===== src/rtl/tlv8_pkg.sv =====
// tlv8_pkg: shared types and constants of the tlv8 stream decoder
// item, result and command structs, result kinds, length limits
// no dependencies
`default_nettype none

package tlv8_pkg;

	localparam int LENGTH_BITS = 16;
	localparam int CNT_W = (LENGTH_BITS < 16) ? LENGTH_BITS : 16;

	localparam logic [7:0] FULL_FRAGMENT = 8'd255;

	localparam logic [1:0] KIND_VALUE = 2'd0;
	localparam logic [1:0] KIND_END   = 2'd1;
	localparam logic [1:0] KIND_TRUNC = 2'd2;

	localparam int CMDQ_DEPTH = 4;
	localparam int CMDQ_AW = $clog2(CMDQ_DEPTH);
	localparam int CMDQ_CW = $clog2(CMDQ_DEPTH + 1);

	typedef struct packed {
		logic       op;
		logic [7:0] data_byte;
	} in_item_t;

	typedef struct packed {
		logic [1:0]  kind;
		logic [7:0]  item_type;
		logic [7:0]  value_byte;
		logic [15:0] item_length;
	} out_item_t;

	// one front decision: a first result, optionally followed by an item end
	typedef struct packed {
		out_item_t res;
		logic      then_end;
	} cmd_t;

	typedef struct packed {
		logic wr_en;
		cmd_t cmd;
	} cmdq_wr_t;

	typedef struct packed {
		logic full;
		logic empty;
	} cmdq_status_t;

endpackage

`default_nettype wire


===== src/rtl/tlv8_stream_decoder.sv =====
// tlv8_stream_decoder: top level of the tlv8 stream decoder
// front parser, command queue and result expander
// depends on tlv8_pkg, tlv8_front, tlv8_cmdq, tlv8_back
//
// input side is a queue: drive item and push, an item is taken at an edge
// where push is high and full is low. item.op low carries one stream byte,
// item.op high marks end of stream and returns the parser to its idle state.
// result side is a queue too: while empty is low the oldest result is on
// result, and it is taken at an edge where pop is high.
// each value byte gives one result; the last byte of a fragment shorter than
// 255 bytes gives a value result and an item end result; type and length
// bytes and end of stream give at most one result.
// one item per cycle is taken while full is low; the result expander puts out
// one result per cycle while pop is high, so an item with two results gives them one after the other.
// first result of an item passes through the command queue and then the output register.
// a stalled receiver fills the four-entry command queue, after which full
// rises and the input waits; nothing is lost.
// reset clears the parser state, the queue and the output valid and pending end flags.
`default_nettype none

module tlv8_stream_decoder (
	input  wire                  clk,
	input  wire                  arst_n,
	input  wire                  push,
	output logic                 full,
	input  tlv8_pkg::in_item_t   item,
	output logic                 empty,
	input  wire                  pop,
	output tlv8_pkg::out_item_t  result
);

	tlv8_pkg::cmdq_wr_t      q_wr;
	tlv8_pkg::cmdq_status_t  q_status;
	tlv8_pkg::cmd_t          q_head;
	logic                    q_rd_en;

	assign full = q_status.full;

	tlv8_front u_front (
		.clk    (clk),
		.arst_n (arst_n),
		.push   (push),
		.item   (item),
		.q_full (q_status.full),
		.q_wr   (q_wr)
	);

	tlv8_cmdq u_cmdq (
		.clk    (clk),
		.arst_n (arst_n),
		.wr     (q_wr),
		.rd_en  (q_rd_en),
		.rd_cmd (q_head),
		.status (q_status)
	);

	tlv8_back u_back (
		.clk      (clk),
		.arst_n   (arst_n),
		.head     (q_head),
		.q_status (q_status),
		.rd_en    (q_rd_en),
		.pop      (pop),
		.empty    (empty),
		.result   (result)
	);

endmodule

`default_nettype wire


===== src/rtl/tlv8_front.sv =====
// tlv8_front: accepts stream items and runs the tlv8 parse state
// emits at most one command per item into the command queue
// depends on tlv8_pkg
`default_nettype none

module tlv8_front (
	input  wire                     clk,
	input  wire                     arst_n,
	input  wire                     push,
	input  tlv8_pkg::in_item_t      item,
	input  wire                     q_full,
	output tlv8_pkg::cmdq_wr_t      q_wr
);

	typedef enum logic [1:0] {
		PH_TYPE = 2'd0,
		PH_LEN  = 2'd1,
		PH_VAL  = 2'd2
	} phase_t;

	localparam logic [tlv8_pkg::CNT_W-1:0] LEN_CAP = '1;

	phase_t                      phase_q, phase_d;
	logic                        item_open_q, item_open_d;
	logic [7:0]                  current_type_q, current_type_d;
	logic [7:0]                  fragment_left_q, fragment_left_d;
	logic                        fragment_full_q, fragment_full_d;
	logic [tlv8_pkg::CNT_W-1:0]  item_count_q, item_count_d;
	logic [tlv8_pkg::CNT_W-1:0]  count_inc;
	logic [7:0]                  left_dec;
	logic                        accept;

	assign accept = push && !q_full;
	assign count_inc = (item_count_q != LEN_CAP) ? item_count_q + 1'b1 : item_count_q;
	assign left_dec = (fragment_left_q != 8'd0) ? fragment_left_q - 8'd1 : 8'd0;

	always_comb begin
		phase_d = phase_q;
		item_open_d = item_open_q;
		current_type_d = current_type_q;
		fragment_left_d = fragment_left_q;
		fragment_full_d = fragment_full_q;
		item_count_d = item_count_q;
		q_wr.wr_en = 1'b0;
		q_wr.cmd.then_end = 1'b0;
		q_wr.cmd.res.kind = tlv8_pkg::KIND_END;
		q_wr.cmd.res.item_type = current_type_q;
		q_wr.cmd.res.value_byte = 8'd0;
		q_wr.cmd.res.item_length = 16'(item_count_q);
		if (accept) begin
			if (item.op) begin
				if (phase_q == PH_LEN || phase_q == PH_VAL) begin
					q_wr.wr_en = 1'b1;
					q_wr.cmd.res.kind = tlv8_pkg::KIND_TRUNC;
				end else begin
					q_wr.wr_en = item_open_q;
				end
				phase_d = PH_TYPE;
				item_open_d = 1'b0;
				fragment_left_d = 8'd0;
				fragment_full_d = 1'b0;
				item_count_d = '0;
			end else begin
				unique case (phase_q)
					PH_LEN: begin
						if (item.data_byte == 8'd0) begin
							q_wr.wr_en = 1'b1;
							phase_d = PH_TYPE;
							item_open_d = 1'b0;
							fragment_left_d = 8'd0;
							fragment_full_d = 1'b0;
							item_count_d = '0;
						end else begin
							fragment_left_d = item.data_byte;
							fragment_full_d = (item.data_byte == tlv8_pkg::FULL_FRAGMENT);
							phase_d = PH_VAL;
						end
					end
					PH_VAL: begin
						q_wr.wr_en = 1'b1;
						q_wr.cmd.res.kind = tlv8_pkg::KIND_VALUE;
						q_wr.cmd.res.value_byte = item.data_byte;
						q_wr.cmd.res.item_length = 16'(count_inc);
						item_count_d = count_inc;
						fragment_left_d = left_dec;
						if (left_dec == 8'd0) begin
							if (fragment_full_q) begin
								phase_d = PH_TYPE;
							end else begin
								q_wr.cmd.then_end = 1'b1;
								phase_d = PH_TYPE;
								item_open_d = 1'b0;
								fragment_full_d = 1'b0;
								item_count_d = '0;
							end
						end
					end
					default: begin
						// type byte, also covers the unused phase code
						if (item_open_q && fragment_full_q
								&& item.data_byte == current_type_q) begin
							fragment_full_d = 1'b0;
						end else begin
							q_wr.wr_en = item_open_q;
							current_type_d = item.data_byte;
							item_count_d = '0;
							item_open_d = 1'b1;
							fragment_full_d = 1'b0;
						end
						phase_d = PH_LEN;
					end
				endcase
			end
		end
	end

	always_ff @(posedge clk or negedge arst_n) begin
		if (!arst_n) begin
			phase_q <= PH_TYPE;
			item_open_q <= 1'b0;
			current_type_q <= 8'd0;
			fragment_left_q <= 8'd0;
			fragment_full_q <= 1'b0;
			item_count_q <= '0;
		end else begin
			phase_q <= phase_d;
			item_open_q <= item_open_d;
			current_type_q <= current_type_d;
			fragment_left_q <= fragment_left_d;
			fragment_full_q <= fragment_full_d;
			item_count_q <= item_count_d;
		end
	end

	a_val_open: assert property (@(posedge clk) disable iff (!arst_n)
		phase_q == PH_VAL |-> item_open_q && fragment_left_q != 8'd0)
		else $error("value phase without open item or bytes due");

	a_no_push_full: assert property (@(posedge clk) disable iff (!arst_n)
		q_full |-> !q_wr.wr_en)
		else $error("command written while queue full");

endmodule

`default_nettype wire


===== src/rtl/tlv8_cmdq.sv =====
// tlv8_cmdq: short command queue between front and back
// small register array with read and write pointers and an entry count
// depends on tlv8_pkg
`default_nettype none

module tlv8_cmdq (
	input  wire                     clk,
	input  wire                     arst_n,
	input  tlv8_pkg::cmdq_wr_t      wr,
	input  wire                     rd_en,
	output tlv8_pkg::cmd_t          rd_cmd,
	output tlv8_pkg::cmdq_status_t  status
);

	tlv8_pkg::cmd_t                 mem_q [tlv8_pkg::CMDQ_DEPTH];
	logic [tlv8_pkg::CMDQ_AW-1:0]   wr_ptr_q, rd_ptr_q;
	logic [tlv8_pkg::CMDQ_CW-1:0]   count_q;
	logic                           do_wr, do_rd;

	localparam logic [tlv8_pkg::CMDQ_AW-1:0] LAST = tlv8_pkg::CMDQ_AW'(tlv8_pkg::CMDQ_DEPTH - 1);
	localparam logic [tlv8_pkg::CMDQ_CW-1:0] DEPTH_C = tlv8_pkg::CMDQ_CW'(tlv8_pkg::CMDQ_DEPTH);

	assign status.full = (count_q == DEPTH_C);
	assign status.empty = (count_q == '0);
	assign do_wr = wr.wr_en && !status.full;
	assign do_rd = rd_en && !status.empty;
	assign rd_cmd = mem_q[rd_ptr_q];

	always_ff @(posedge clk) begin
		if (do_wr) begin
			mem_q[wr_ptr_q] <= wr.cmd;
		end
	end

	always_ff @(posedge clk or negedge arst_n) begin
		if (!arst_n) begin
			wr_ptr_q <= '0;
			rd_ptr_q <= '0;
			count_q <= '0;
		end else begin
			if (do_wr) begin
				wr_ptr_q <= (wr_ptr_q == LAST) ? '0 : wr_ptr_q + 1'b1;
			end
			if (do_rd) begin
				rd_ptr_q <= (rd_ptr_q == LAST) ? '0 : rd_ptr_q + 1'b1;
			end
			if (do_wr && !do_rd) begin
				count_q <= count_q + 1'b1;
			end else if (do_rd && !do_wr) begin
				count_q <= count_q - 1'b1;
			end
		end
	end

	a_count_range: assert property (@(posedge clk) disable iff (!arst_n)
		count_q <= DEPTH_C)
		else $error("queue count beyond depth");

endmodule

`default_nettype wire


===== src/rtl/tlv8_back.sv =====
// tlv8_back: expands queued commands into result items
// holds the output register and a pending item end flag
// depends on tlv8_pkg
`default_nettype none

module tlv8_back (
	input  wire                     clk,
	input  wire                     arst_n,
	input  tlv8_pkg::cmd_t          head,
	input  tlv8_pkg::cmdq_status_t  q_status,
	output logic                    rd_en,
	input  wire                     pop,
	output logic                    empty,
	output tlv8_pkg::out_item_t     result
);

	tlv8_pkg::out_item_t  out_q;
	logic                 out_valid_q;
	logic                 pending_end_q;
	logic                 load;

	assign load = !out_valid_q || pop;
	assign rd_en = load && !pending_end_q && !q_status.empty;
	assign empty = !out_valid_q;
	assign result = out_q;

	always_ff @(posedge clk or negedge arst_n) begin
		if (!arst_n) begin
			out_valid_q <= 1'b0;
			pending_end_q <= 1'b0;
		end else if (load) begin
			if (pending_end_q) begin
				out_valid_q <= 1'b1;
				pending_end_q <= 1'b0;
			end else if (!q_status.empty) begin
				out_valid_q <= 1'b1;
				pending_end_q <= head.then_end;
			end else begin
				out_valid_q <= 1'b0;
			end
		end
	end

	// item end after the last value byte keeps type and length
	always_ff @(posedge clk) begin
		if (load) begin
			if (pending_end_q) begin
				out_q.kind <= tlv8_pkg::KIND_END;
				out_q.value_byte <= 8'd0;
			end else if (!q_status.empty) begin
				out_q <= head.res;
			end
		end
	end

	a_pending_valid: assert property (@(posedge clk) disable iff (!arst_n)
		pending_end_q |-> out_valid_q)
		else $error("pending item end without a held result");

endmodule

`default_nettype wire

===== config.mk =====
export PLATFORM = sky130hd
export DESIGN_NAME = tlv8_stream_decoder
export DESIGN_NICKNAME = d
export VERILOG_FILES = /design/src/rtl/tlv8_pkg.sv /design/src/rtl/tlv8_stream_decoder.sv /design/src/rtl/tlv8_front.sv /design/src/rtl/tlv8_cmdq.sv /design/src/rtl/tlv8_back.sv
export SDC_FILE = /design/constraint.sdc
export NUM_CORES = 1
export LEC_CHECK = 0
export BUFFER_PORTS_ARGS = -buffer_cell sky130_fd_sc_hd__buf_2
export CORE_MARGIN = 1.5
export CORE_UTILIZATION = 55
export CTS_CLUSTER_SIZE = 40
export DETAILED_ROUTE_END_ITERATION = 6
export PLACE_DENSITY_LB_ADDON = 0.15
export SYNTH_ARGS = -nofsm -noshare
export SYNTH_HDL_FRONTEND = slang
export SYNTH_HIERARCHICAL = 1
export SYNTH_SLANG_ARGS = --single-unit

===== constraint.sdc =====
create_clock -name clk -period 3.9 [get_ports clk]
set_clock_uncertainty 0.15 [all_clocks]
set_input_delay 0.39 -clock clk [delete_from_list [all_inputs] [get_ports clk]]
set_output_delay 0.39 -clock clk [all_outputs]
set_load 0.02 [all_outputs]

== Word-level counts from Yosys, hierarchy flattened ==
Memory sizes are Yosys's and may differ from the RTL's.
Cells that the tools add are included.
Cells by class
  $mul: 0
  shift operators: 0
  reduce and logical (&&, ||, !) cells: 31
  div/mod/pow operators: 0
  mux-type cells: 50
  magnitude comparators: 0
  add/subtract/negate cells: 6
  equality and inequality tests: 13
  bitwise logic cells: 5
Operators with widths (count)
  $mux 16: 6
  $mux 25: 3
  $mux 34: 1
  $pmux 16 s2: 1
  $mux 8: 3
  $mux 1: 21
  $add 16x1->16 const B: 1
  $logic_not 8->1: 2
  $ne 16x16->1 const B: 1
  $pmux 8 s2: 1
  $mux 2: 6
  $mux 3: 4
  $logic_and 1x1->1: 9
  $ne 3x3->1 const B: 3
  $eq 8x8->1: 1
  $eq 8x8->1 const B: 1
  $reduce_bool 8->1: 1
  $sub 8x1->8 const B: 1
  $eq 2x2->1 const B: 3
  $logic_not 1->1: 6
  $pmux 1 s2: 3
  $reduce_and 2->1: 3
  $reduce_and 3->1: 2
  $not 1->1: 5
  other kinds (15): 17
Storage, ports and cells
  memory bits (read-only): 0
  logic and storage cells: 121
  register bits: 79
  memories: 1
  output and inout port bits: 36
  input port bits: 13
  latch bits: 0
  bits in writable memories: 140
Memory list
  u_cmdq.mem_q: depth 4, width 35, read ports 1, clocked after Yosys merged registers in 0, wr ports 1, RTL line tlv8_cmdq.sv:15  | tlv8_pkg::cmd_t mem_q [tlv8_pkg::CMDQ_DEPTH];

== Depth between registers and ports, before layout ==
Gate-level depths: netlist (run 1).
  word-level depth: 11
  mapped depth: 14
  gate-level depth less buffers: 12

== Hierarchy ==
The synthesis (run 1) kept the hierarchy.
By module, submodules not included
  tlv8_cmdq: area an instance 5500.3 µm², sequential area each 4379.2 µm², instances 1, cells each 220
  tlv8_front: area an instance 2762.6 µm², sequential area each 900.9 µm², instances 1, cells each 323
  tlv8_back: area an instance 1199.9 µm², sequential area each 1071.0 µm², instances 1, cells each 58

== Worst setup path before layout (run 1) ==
No wires, ideal clock.
  path kind: input to register
  from: in item[4] in the netlist's numbering
  to: mem u_cmdq/mem_q[0][0] in the netlist's numbering (enable)
  stages: 8
  library setup time: 0.396 ns
  path slack: 0.806 ns
  arrival: 2.549 ns
  cell sequence: or4_1 > nor2_1 > a211oi_1 > a21oi_1 > o221a_2 > nor2b_1 > buf_2 > and2_1
RTL lines
  from (decl): RTL line tlv8_stream_decoder.sv:26  | input tlv8_pkg::in_item_t item,
  to (decl): RTL line tlv8_cmdq.sv:15

==> results of run 1 <==
==> registers in the layout, summed over array words and instances (netlist names) <==
register / flops
u_back/result: 34
u_back/out_valid_q: 1
u_cmdq/count_q: 3
u_front/fragment_full_q: 1
u_front/item_open_q: 1
u_cmdq/rd_ptr_q: 2
u_cmdq/mem_q: 140
u_front/item_count_q: 16
u_cmdq/wr_ptr_q: 2
u_front/current_type_q: 8
u_back/pending_end_q: 1
u_front/fragment_left_q: 8
u_front/phase_q: 2
==> per-layer routing <==
layer / wire (µm) / vias to the layer above / GRT usage (%)
met1: 8080 / 2721 / 30.0
li1: - / 2447 / -
met3: 852 / 29 / 2.91
met5: 0 / - / 0
met4: 303 / 0 / 5.38
met2: 8930 / 160 / 33.8
==> final timing paths <==
check | start | endpoint | slack [ns] | cells after the start
max | u_cmdq/count_q[2] | u_cmdq/count_q[2] | 0.67 | 10
min | item[1] | u_front/fragment_full_q | 0.06 | 3
max reg2reg | u_cmdq/count_q[2] | u_cmdq/count_q[2] | 0.67 | 10
min reg2reg | u_front/phase_q[1] | u_front/phase_q[1] | 0.40 | 1
max in group asynchronous | arst_n | u_front/item_count_q[1] | 2.54 | 3
min in group asynchronous | arst_n | u_front/fragment_left_q[6] | 0.33 | 2
==> power by group through the flow <==
stage                     sequential [W]  combinational (W)  clock [W]
after CTS                        0.00365            0.00226    0.00220
final                            0.00365            0.00224    0.00216
after floorplan                  0.00368            0.00161          0
after global routing             0.00372            0.00243    0.00230
after global placement           0.00366            0.00219          0
after detailed placement         0.00369            0.00224          0
==> cell families (layout without fill, tap and decap cells) <==
logic type	count (synthesis)	count (layout)	share of synthesized area, %
flip-flops	219	219	67.1
buffers and inverters	50	126	2.57
adder cells (fa/ha/maj)	12	12	1.67
AND/OR/NAND/NOR	165	165	9.51
XOR/XNOR	24	24	2.22
AO/OA/AOI/OAI	85	85	7.23
multiplexers	46	46	9.69
==> area by class of cell <==
cell class | count | area, µm²
Sequential cell | 219 | 6350
Fill cell | 1196 | 5950
Multi-Input combinational cell | 332 | 2870
Clock buffer | 25 | 593
Timing Repair Buffer | 63 | 393
Tap cell | 220 | 275
Clock inverter | 16 | 176
Inverter | 22 | 82.6
==> through the flow <==
step / total power [W] / util, %
global placement: 0.00585 / 59.7
detailed placement: 0.00594 / 59.7
finish: 0.00805 / 64.3
floorplan: 0.00529 / -
CTS: 0.00812 / 64.3
global route: 0.00845 / 64.3
==> worst reg2reg max path, cell delays in order, from the launching register on <==
cell,delay (ns)
dfrtp_1,0.43
nor3b_2,0.21
nor2b_1,0.46
o221a_2,0.29
nor2b_1,0.42
ha_1,0.27
inv_1,0.06
fa_1,0.38
xor2_1,0.15
nor2_1,0.13
xor2_1,0.19
==> what timing repair did <==
action                                 CTS  global route
hold buffers                             1             0
endpoints found under the hold margin   26             0
resized for setup                        0             0
==> cells in the final DEF (no fill, tap or decap), types with 8 or more instances in the layout <==
cell,instances
ha_1,11
nand3_1,14
mux4_2,35
buf_4,11
a21oi_1,19
nor2_1,32
buf_2,48
nor2b_1,8
nand2_1,36
xnor2_1,20
clkbuf_16,23
and2_1,13
nor3_1,14
o21ai_0,12
edfxtp_1,174
dfrtp_1,44
inv_1,22
==> impl_metrics.yaml, run 1 <==
placement:
  io_buffers: 48
  place_congestion: 0.819
  dpl-instance-area_um2: 9970
  dp_hpwl_um: 11900
  place_ws_ns: 0.428
  dp.cells: 855
clock_network:
  clk_latency_ns: 0.49
  cts_made_buffers: 23
  cts-root-buf: "clkbuf_16"
  cts_tree: "yes"
  cts_setup_buffers: 0
  clockBufferDepth: 3
  cts.sink_count: 219
  htreeDepth: 1
  clkTransAtPathRegs_ns: 0.06
setup_path:
  path_delay_family: "simple AND/OR/NAND/NOR gates"
  worst-path-buf-inv: 1
  crit_required_ns: 4.16
  max_stage_delay_ns: 0.46
  cp-end-kind: "flip-flop"
  crit_chain: "nor3b_2 > nor2b_1 > o221a_2 > nor2b_1 > ha_1 > inv_1 > fa_1 > xor2_1 > nor2_1 > xor2_1"
  crit_type: "reg2reg"
  crit_slowest_cell: "nor2b_1"
  path_max_fanout: 10
  cp.arrival_ns: 3.49
  start_kind: "flip-flop"
die:
  placementRows: 47
  core_area_um2: 16700
  die-height_um: 134
  die_w_um: 134
  die-area_um2: 18000
  io_pins: 49
  initial_core_util_pct: 56.7
layout:
  area_delta_synth_final_pct: 13.6
  fin_area_um2: 10700
  final_cells: 897
  fin_nets: 686
  drive_gt1_share_pct: 25.8
  antenna_cells: 0
pwr:
  intPower_w: 0.00553
  seqPwrFrac_pct: 45.3
  switchingPower_w: 0.00252
  swShare_pct: 31.3
  ir_drop_mv: 0.413
  combPwrFrac_pct: 27.8
  clockPowerShare_pct: 26.9
  leakagePower_nw: 3.81
  power_density_nw_per_um2: 749
synthesis:
  synth_commonest_cells: "174 x edfxtp_1, 45 x dfrtp_1, 36 x nand2_1"
  yosysSeqAreaShare_pct: 67.1
  synthTopCellsByArea: "edfxtp_1 55%, dfrtp_1 12%, mux4_2 8.3%"
  synth-async-reset-ratio_pct: 20.5
  yosysTopAreaCell: "edfxtp_1"
  synth.most_common_cell: "edfxtp_1"
  synth_seq_cells: 219
  synth_area_per_cell_um2: 15.7
  syn_area_um2: 9460
  synth_warnings: 6
  syn_inst: 601
  synth_fp_nets: 626
  synth.distinct_cells: 70
  synth.top_cell.area_share_pct: 55.2
  synth-edff-count: 174
  ys.flop_type: "edfxtp_1"
drt:
  drc: 0
  drt_iter0_drc: 357
  wl_per_cell_um: 20.3
  ant_nets: 0
  vias_per_cell: 5.97
  drt_pass1_iterations: 5
  via_count: 5357
  wl_um: 18200
sta:
  tightest_slew_ns: 0.964
  maxSlewHeadroom_pct: 35.8
  finalHoldViolCount: 0
  min_period_ns: 3.23
  hold_slack_ns: 0.0577
  rsz0062_at_grt: "no"
  period_share_pct: 82.7
  setup_viol: 0
  max_freq_mhz: 310
  setup_tns_ns: 0
  setup_ws_ns: 0.673
  drv_slew: 0
grt:
  antenna_found_initial: 0
  grt_pass1_vias: 5274
  grt_max_degree: 36
  grt_overflow: 0
  track_usage_pct: 20.8
  grt_pass1_wl_um: 28600
run_status:
  status: "finished clean"
worst_hold_path:
  hp-class: "in2reg"
run:
  cap_violations: 0
(Power assumes the default switching activity.)
==> inputs of run 2 (changes only) <==
==> constraint.sdc (replaced) <==
create_clock -name clk -period 3 [get_ports clk]
set_clock_uncertainty 0.15 [all_clocks]
set_input_delay 0.3 -clock clk [delete_from_list [all_inputs] [get_ports clk]]
set_output_delay 0.3 -clock clk [all_outputs]
set_load 0.02 [all_outputs]
==> run 2 against run 1 <==
Via count grew 0.99%. Flip-flop and latch count is the same. Non-clock buffer count grew 27. Largest power group unchanged. Sequential power grew 26%. Sequential share of layout area shrank 1.6 points.
==> impl_metrics.yaml, run 2 (synthesis gave the netlist of run 1 again) <==
setup_path:
  path_delay_family: "simple AND/OR/NAND/NOR gates"
  cp.arrival_ns: 3.14
  worst-path-buf-inv: 3
  regToRegEndpoint: "u_front/phase_q[1]"
  start_kind: "primary input"
  reg2reg_slack_ns: 0.21
  r2r_start: "u_front/fragment_left_q[1]"
  max_stage_delay_ns: 0.53
  crit_slowest_cell: "dlygate4sd3_1"
  crit_chain: "dlygate4sd3_1 > buf_2 > or4_4 > nor2_2 > a211oi_1 > a21oi_1 > o221a_2 > nor2b_4 > ha_2 > inv_1 > fa_1 > xor2_1 > nor2_1 > xor2_1"
  critical_path_cell_count: 14
  crit_required_ns: 3.26
  path_max_fanout: 4
  cp-end-kind: "flip-flop"
  crit_type: "in2reg"
  cp_common_cell: "xor2_1"
  rr_worst_depth: 7
clock_network:
  clkTransAtPathRegs_ns: 0.06
  cts-root-buf: "clkbuf_16"
  cts_made_buffers: 23
  clockBufferDepth: 3
  cts_tree: "yes"
  htreeDepth: 1
  cts_setup_buffers: 0
  cts.sink_count: 219
  clk_latency_ns: 0.50
worst_hold_path:
  hold_path_end: "u_front/current_type_q[4]"
  hp-class: "in2reg"
  whs_path_depth: 3
  min_from: "item[4]"
drt:
  vias_per_cell: 5.85
  drt_iter0_drc: 337
  ant_nets: 0
  wl_um: 18400
  drt_pass1_iterations: 4
  via_count: 5410
  wl_per_cell_um: 19.9
  drc: 0
layout:
  final_common_cell: "edfxtp_1"
  final_cells: 924
  largest_reg_flops: 140
  layout_common_cells: "174 x edfxtp_1, 48 x buf_2, 44 x dfrtp_1"
  area_delta_synth_final_pct: 16.7
  antenna_cells: 0
  largest_register: "u_cmdq/mem_q"
  fillers: 1159
  fin_nets: 713
  drive_gt1_share_pct: 29.3
  fin_area_um2: 11000
die:
  die_w_um: 134
  die-area_um2: 18000
  initial_core_util_pct: 56.7
  io_pins: 49
  placementRows: 47
  die-height_um: 134
  core_area_um2: 16700
grt:
  grt_overflow: 0
  grt_pass1_wl_um: 29300
  antenna_found_initial: 0
  track_usage_pct: 21.1
  grt_pass1_vias: 5374
  grt_max_degree: 36
placement:
  dp.cells: 880
  io_buffers: 48
  place_congestion: 0.862
  dpl-instance-area_um2: 10200
  dp_hpwl_um: 12100
sta:
  setup_viol: 0
  maxSlewHeadroom_pct: 39.4
  max_freq_mhz: 347
  hold_slack_ns: 0.0512
  tightest_slew_ns: 0.904
  rsz0062_at_grt: "yes"
  period_share_pct: 96.0
  min_period_ns: 2.88
  drv_slew: 0
  setup_tns_ns: 0
  finalHoldViolCount: 0
pwr:
  p_total_w: 0.0106
  power_density_nw_per_um2: 963
  ir_drop_mv: 0.605
  leakagePower_nw: 3.98
run_status:
  status: "finished clean"
run:
  cap_violations: 0
[run 2: changes by cell type in the layout (fill, tap and decap cells not counted), sizes merged]
cell         delta
clkinv          -6
clkbuf          +9
inv             +1
dlygate4sd3     +2
clkinvlp        -4
buf            +25
[run 2: worst register-to-register path: stages, from the launching register on]
cell and delay (ns):
dfrtp_1 0.42, inv_1 0.10, ha_1 0.25, or4b_2 0.64, a32oi_2 0.29, nand4b_1 0.21
a21oi_1 0.25, mux2_2 0.36
[run 2: layer usage]
metal	vias up	routed length [µm]	GRT usage, %
met5	-	0	0
li1	2484	-	-
met3	19	1070	2.65
met2	159	8930	34.1
met1	2748	8120	31.0
met4	0	237	5.32
[run 2: repair_timing]
action,CTS,global route
endpoints found under the setup margin,0,26
gates resized for setup,0,6
hold endpoints to repair,31,0
hold buffers,3,0
[run 2: power by group]
part | switching [W] | internal [W]
registers | 0.000433 | 0.00417
logic | 0.00174 | 0.00145
clock network | 0.00108 | 0.00177
total | 0.00325 | 0.00739
[run 2: cell type report]
class,instances,area (µm²),share of cell area [%]
clock inverter,7,114,1.03
clock buffer,34,657,5.95
tap,220,275,2.49
sequential,219,6350,57.5
inverter,22,82.6,0.748
timing repair buffer,90,663,6.01
multi-input combinational,332,2900,26.2
[run 2: how the worst max path moves through the flow]
stage	end	from
after floorplan	u_back/result[0]	u_cmdq/count_q[0]
after global routing	u_cmdq/count_q[2]	item[3]
after CTS	u_cmdq/count_q[2]	item[3]
after detailed placement	u_cmdq/count_q[2]	item[4]
after global placement	u_cmdq/count_q[2]	item[4]
final	u_cmdq/count_q[2]	item[3]
[run 2: stage by stage]
stage	utilization, %	worst slack [ns]
6_report	66.1	0.120
5_1_grt	66.1	-0.00957
4_1_cts	66.0	0.0190
3_5_place_dp	61.2	-0.0215
3_3_place_gp	61.2	0.0634
2_1_floorplan	-	0.0867
==> inputs of run 3 (changes only) <==
--- a/config.mk
+++ b/config.mk
@@ -11,6 +11,8 @@
 export CTS_CLUSTER_SIZE = 40
 export DETAILED_ROUTE_END_ITERATION = 6
 export PLACE_DENSITY_LB_ADDON = 0.15
+export REMOVE_ABC_BUFFERS = 1
+export SLEW_MARGIN = 20
 export SYNTH_ARGS = -nofsm -noshare
 export SYNTH_HDL_FRONTEND = slang
 export SYNTH_HIERARCHICAL = 1
==> run 3 against run 2 <==
Final cell count is 0.32% higher. Register-to-register slack better by 0.02 ns. Wire length is 1.4% higher. Flip-flop and latch count stayed put. Worst setup slack worse by 0.022 ns. Design area is 0.28% lower. Sequential share of layout area is 0.16 points higher. Combinational power is 2% lower. Sequential power is 2% higher. Non-clock buffer count is 4 higher. Utilization is 0.19 points lower. Critical path type unchanged.
==> impl_metrics.yaml, run 3 (synthesis gave the netlist of run 1 again) <==
die:
  io_pins: 49
  die-area_um2: 18000
  die-height_um: 134
  initial_core_util_pct: 56.7
  core_area_um2: 16700
  die_w_um: 134
  placementRows: 47
pwr:
  seqPwrFrac_pct: 44.0
  power_density_nw_per_um2: 966
  leakagePower_nw: 3.96
  ir_drop_mv: 0.515
  switchingPower_w: 0.00328
  intPower_w: 0.00736
  swShare_pct: 30.8
  clockPowerShare_pct: 26.7
  combPwrFrac_pct: 29.3
clock_network:
  htreeDepth: 1
  cts_setup_buffers: 0
  clockBufferDepth: 3
  clkTransAtPathRegs_ns: 0.06
  cts_made_buffers: 22
  clk_latency_ns: 0.50
  cts.sink_count: 219
  cts_tree: "yes"
  cts-root-buf: "clkbuf_16"
grt:
  grt_pass1_vias: 5279
  track_usage_pct: 21.2
  antenna_found_initial: 0
  grt_overflow: 0
  grt_max_degree: 32
  grt_pass1_wl_um: 29300
sta:
  max_freq_mhz: 345
  setup_viol: 0
  finalHoldViolCount: 0
  period_share_pct: 96.7
  maxSlewHeadroom_pct: 41.4
  drv_slew: 0
  rsz0062_at_grt: "yes"
  tightest_slew_ns: 0.879
  min_period_ns: 2.90
layout:
  final_cells: 927
  area_delta_synth_final_pct: 16.4
  largest_reg_flops: 140
  fillers: 1174
  fin_nets: 716
  fin_util_pct: 65.9
  antenna_cells: 0
  drive_gt1_share_pct: 28.9
  layout_common_cells: "174 x edfxtp_1, 48 x buf_2, 44 x dfrtp_1"
  largest_register: "u_cmdq/mem_q"
  final_common_cell: "edfxtp_1"
setup_path:
  max_stage_delay_ns: 0.53
  regToRegEndpoint: "u_cmdq/mem_q[2][0]"
  crit_chain: "dlygate4sd3_1 > buf_2 > or4_4 > nor2_1 > a211oi_1 > a21oi_1 > o221a_2 > nor2b_4 > ha_2 > inv_1 > fa_1 > xor2_1 > nor2_1 > xor2_1"
  r2r_start: "u_front/fragment_left_q[1]"
  crit_required_ns: 3.26
  crit_slowest_cell: "dlygate4sd3_1"
  reg2reg_slack_ns: 0.23
  rr_worst_depth: 8
  path_max_fanout: 6
  crit_type: "in2reg"
  cp-end-kind: "flip-flop"
  start_kind: "primary input"
  cp.arrival_ns: 3.16
drt:
  drt_pass1_iterations: 4
  wl_per_cell_um: 20.1
  ant_nets: 0
  via_count: 5385
  drt_iter0_drc: 380
  wl_um: 18600
  drc: 0
  vias_per_cell: 5.81
run:
  cap_violations: 0
placement:
  place_congestion: 0.846
  io_buffers: 48
  dp_hpwl_um: 12500
  dp.cells: 883
run_status:
  status: "finished clean"
worst_hold_path:
  min_from: "pop"
  hp-class: "in2reg"
  hold_path_end: "u_back/out_valid_q"
  whs_path_depth: 3
run 3: how the worst max path moves through the flow:
stage	from	endpoint	slack (ns)	cells past startpoint
floorplan	item[4]	u_cmdq/mem_q[3][0]	-0.14	7
global placement	item[4]	u_cmdq/count_q[2]	0.08	13
detailed placement	item[4]	u_cmdq/count_q[2]	0.04	13
CTS	item[6]	u_cmdq/count_q[2]	0.03	14
global route	item[6]	u_cmdq/count_q[2]	-0.02	14
finish	item[6]	u_cmdq/count_q[2]	0.1	14
run 3: what timing repair did:
item / in CTS / in global routing
hold buffers: 4 / 0
setup endpoints to repair: 0 / 10
resized for setup: 0 / 5
endpoints found under the hold margin: 27 / 0
run 3: power by group through the flow:
| stage | clock network, W | registers [W] | logic [W] |
|---|---|---|---|
| 4_1_cts | 0.00290 | 0.00469 | 0.00313 |
| 6_report | 0.00284 | 0.00468 | 0.00311 |
| 2_1_floorplan | 0 | 0.00497 | 0.00180 |
| 5_1_grt | 0.00302 | 0.00476 | 0.00339 |
| 3_3_place_gp | 0 | 0.00470 | 0.00308 |
| 3_5_place_dp | 0 | 0.00474 | 0.00311 |
run 3: area by class of cell:
cell class              count  area [µm²]  area share (%)
flip-flops and latches    219        6350            57.7
multi-input cells         332        2890            26.2
repair buffers             94         646            5.86
clock buffers              25         583            5.30
well taps                 220         275            2.50
clock inverters            15         181            1.65
inverters                  22        82.6           0.750
run 3: stage by stage:
stage | worst slack, ns | TNS (ns) | instance area [µm²] | power [W] | hold WS [ns]
detailed placement | 0.0423 | 0 | 10200 | 0.00785 | 0.255
CTS | 0.0280 | 0 | 11000 | 0.0107 | 0.00675
global placement | 0.0798 | 0 | 10200 | 0.00778 | 0.228
global route | -0.0155 | -0.0155 | 11000 | 0.0112 | 0.0110
floorplan | -0.143 | -20.08 | 9300 | 0.00677 | -0.146
finish | 0.0977 | 0 | 11000 | 0.0106 | 0.0209
run 3: critical path, delay by kind of cell:
kind                     cells  cell delay, ns
AO/OA/AOI/OAI                3            0.42
AND/OR/NAND/NOR              4            0.80
adder cells (fa/ha/maj)      2            0.56
XOR/XNOR                     2            0.33
buffers and inverters        3            0.74
run 3: routing by layer:
layer,part of all wire [%],global-route usage [%]
met5,0,0
met4,1.7,5.26
met3,6.1,3.44
met2,47,32.6
met1,45,32.2
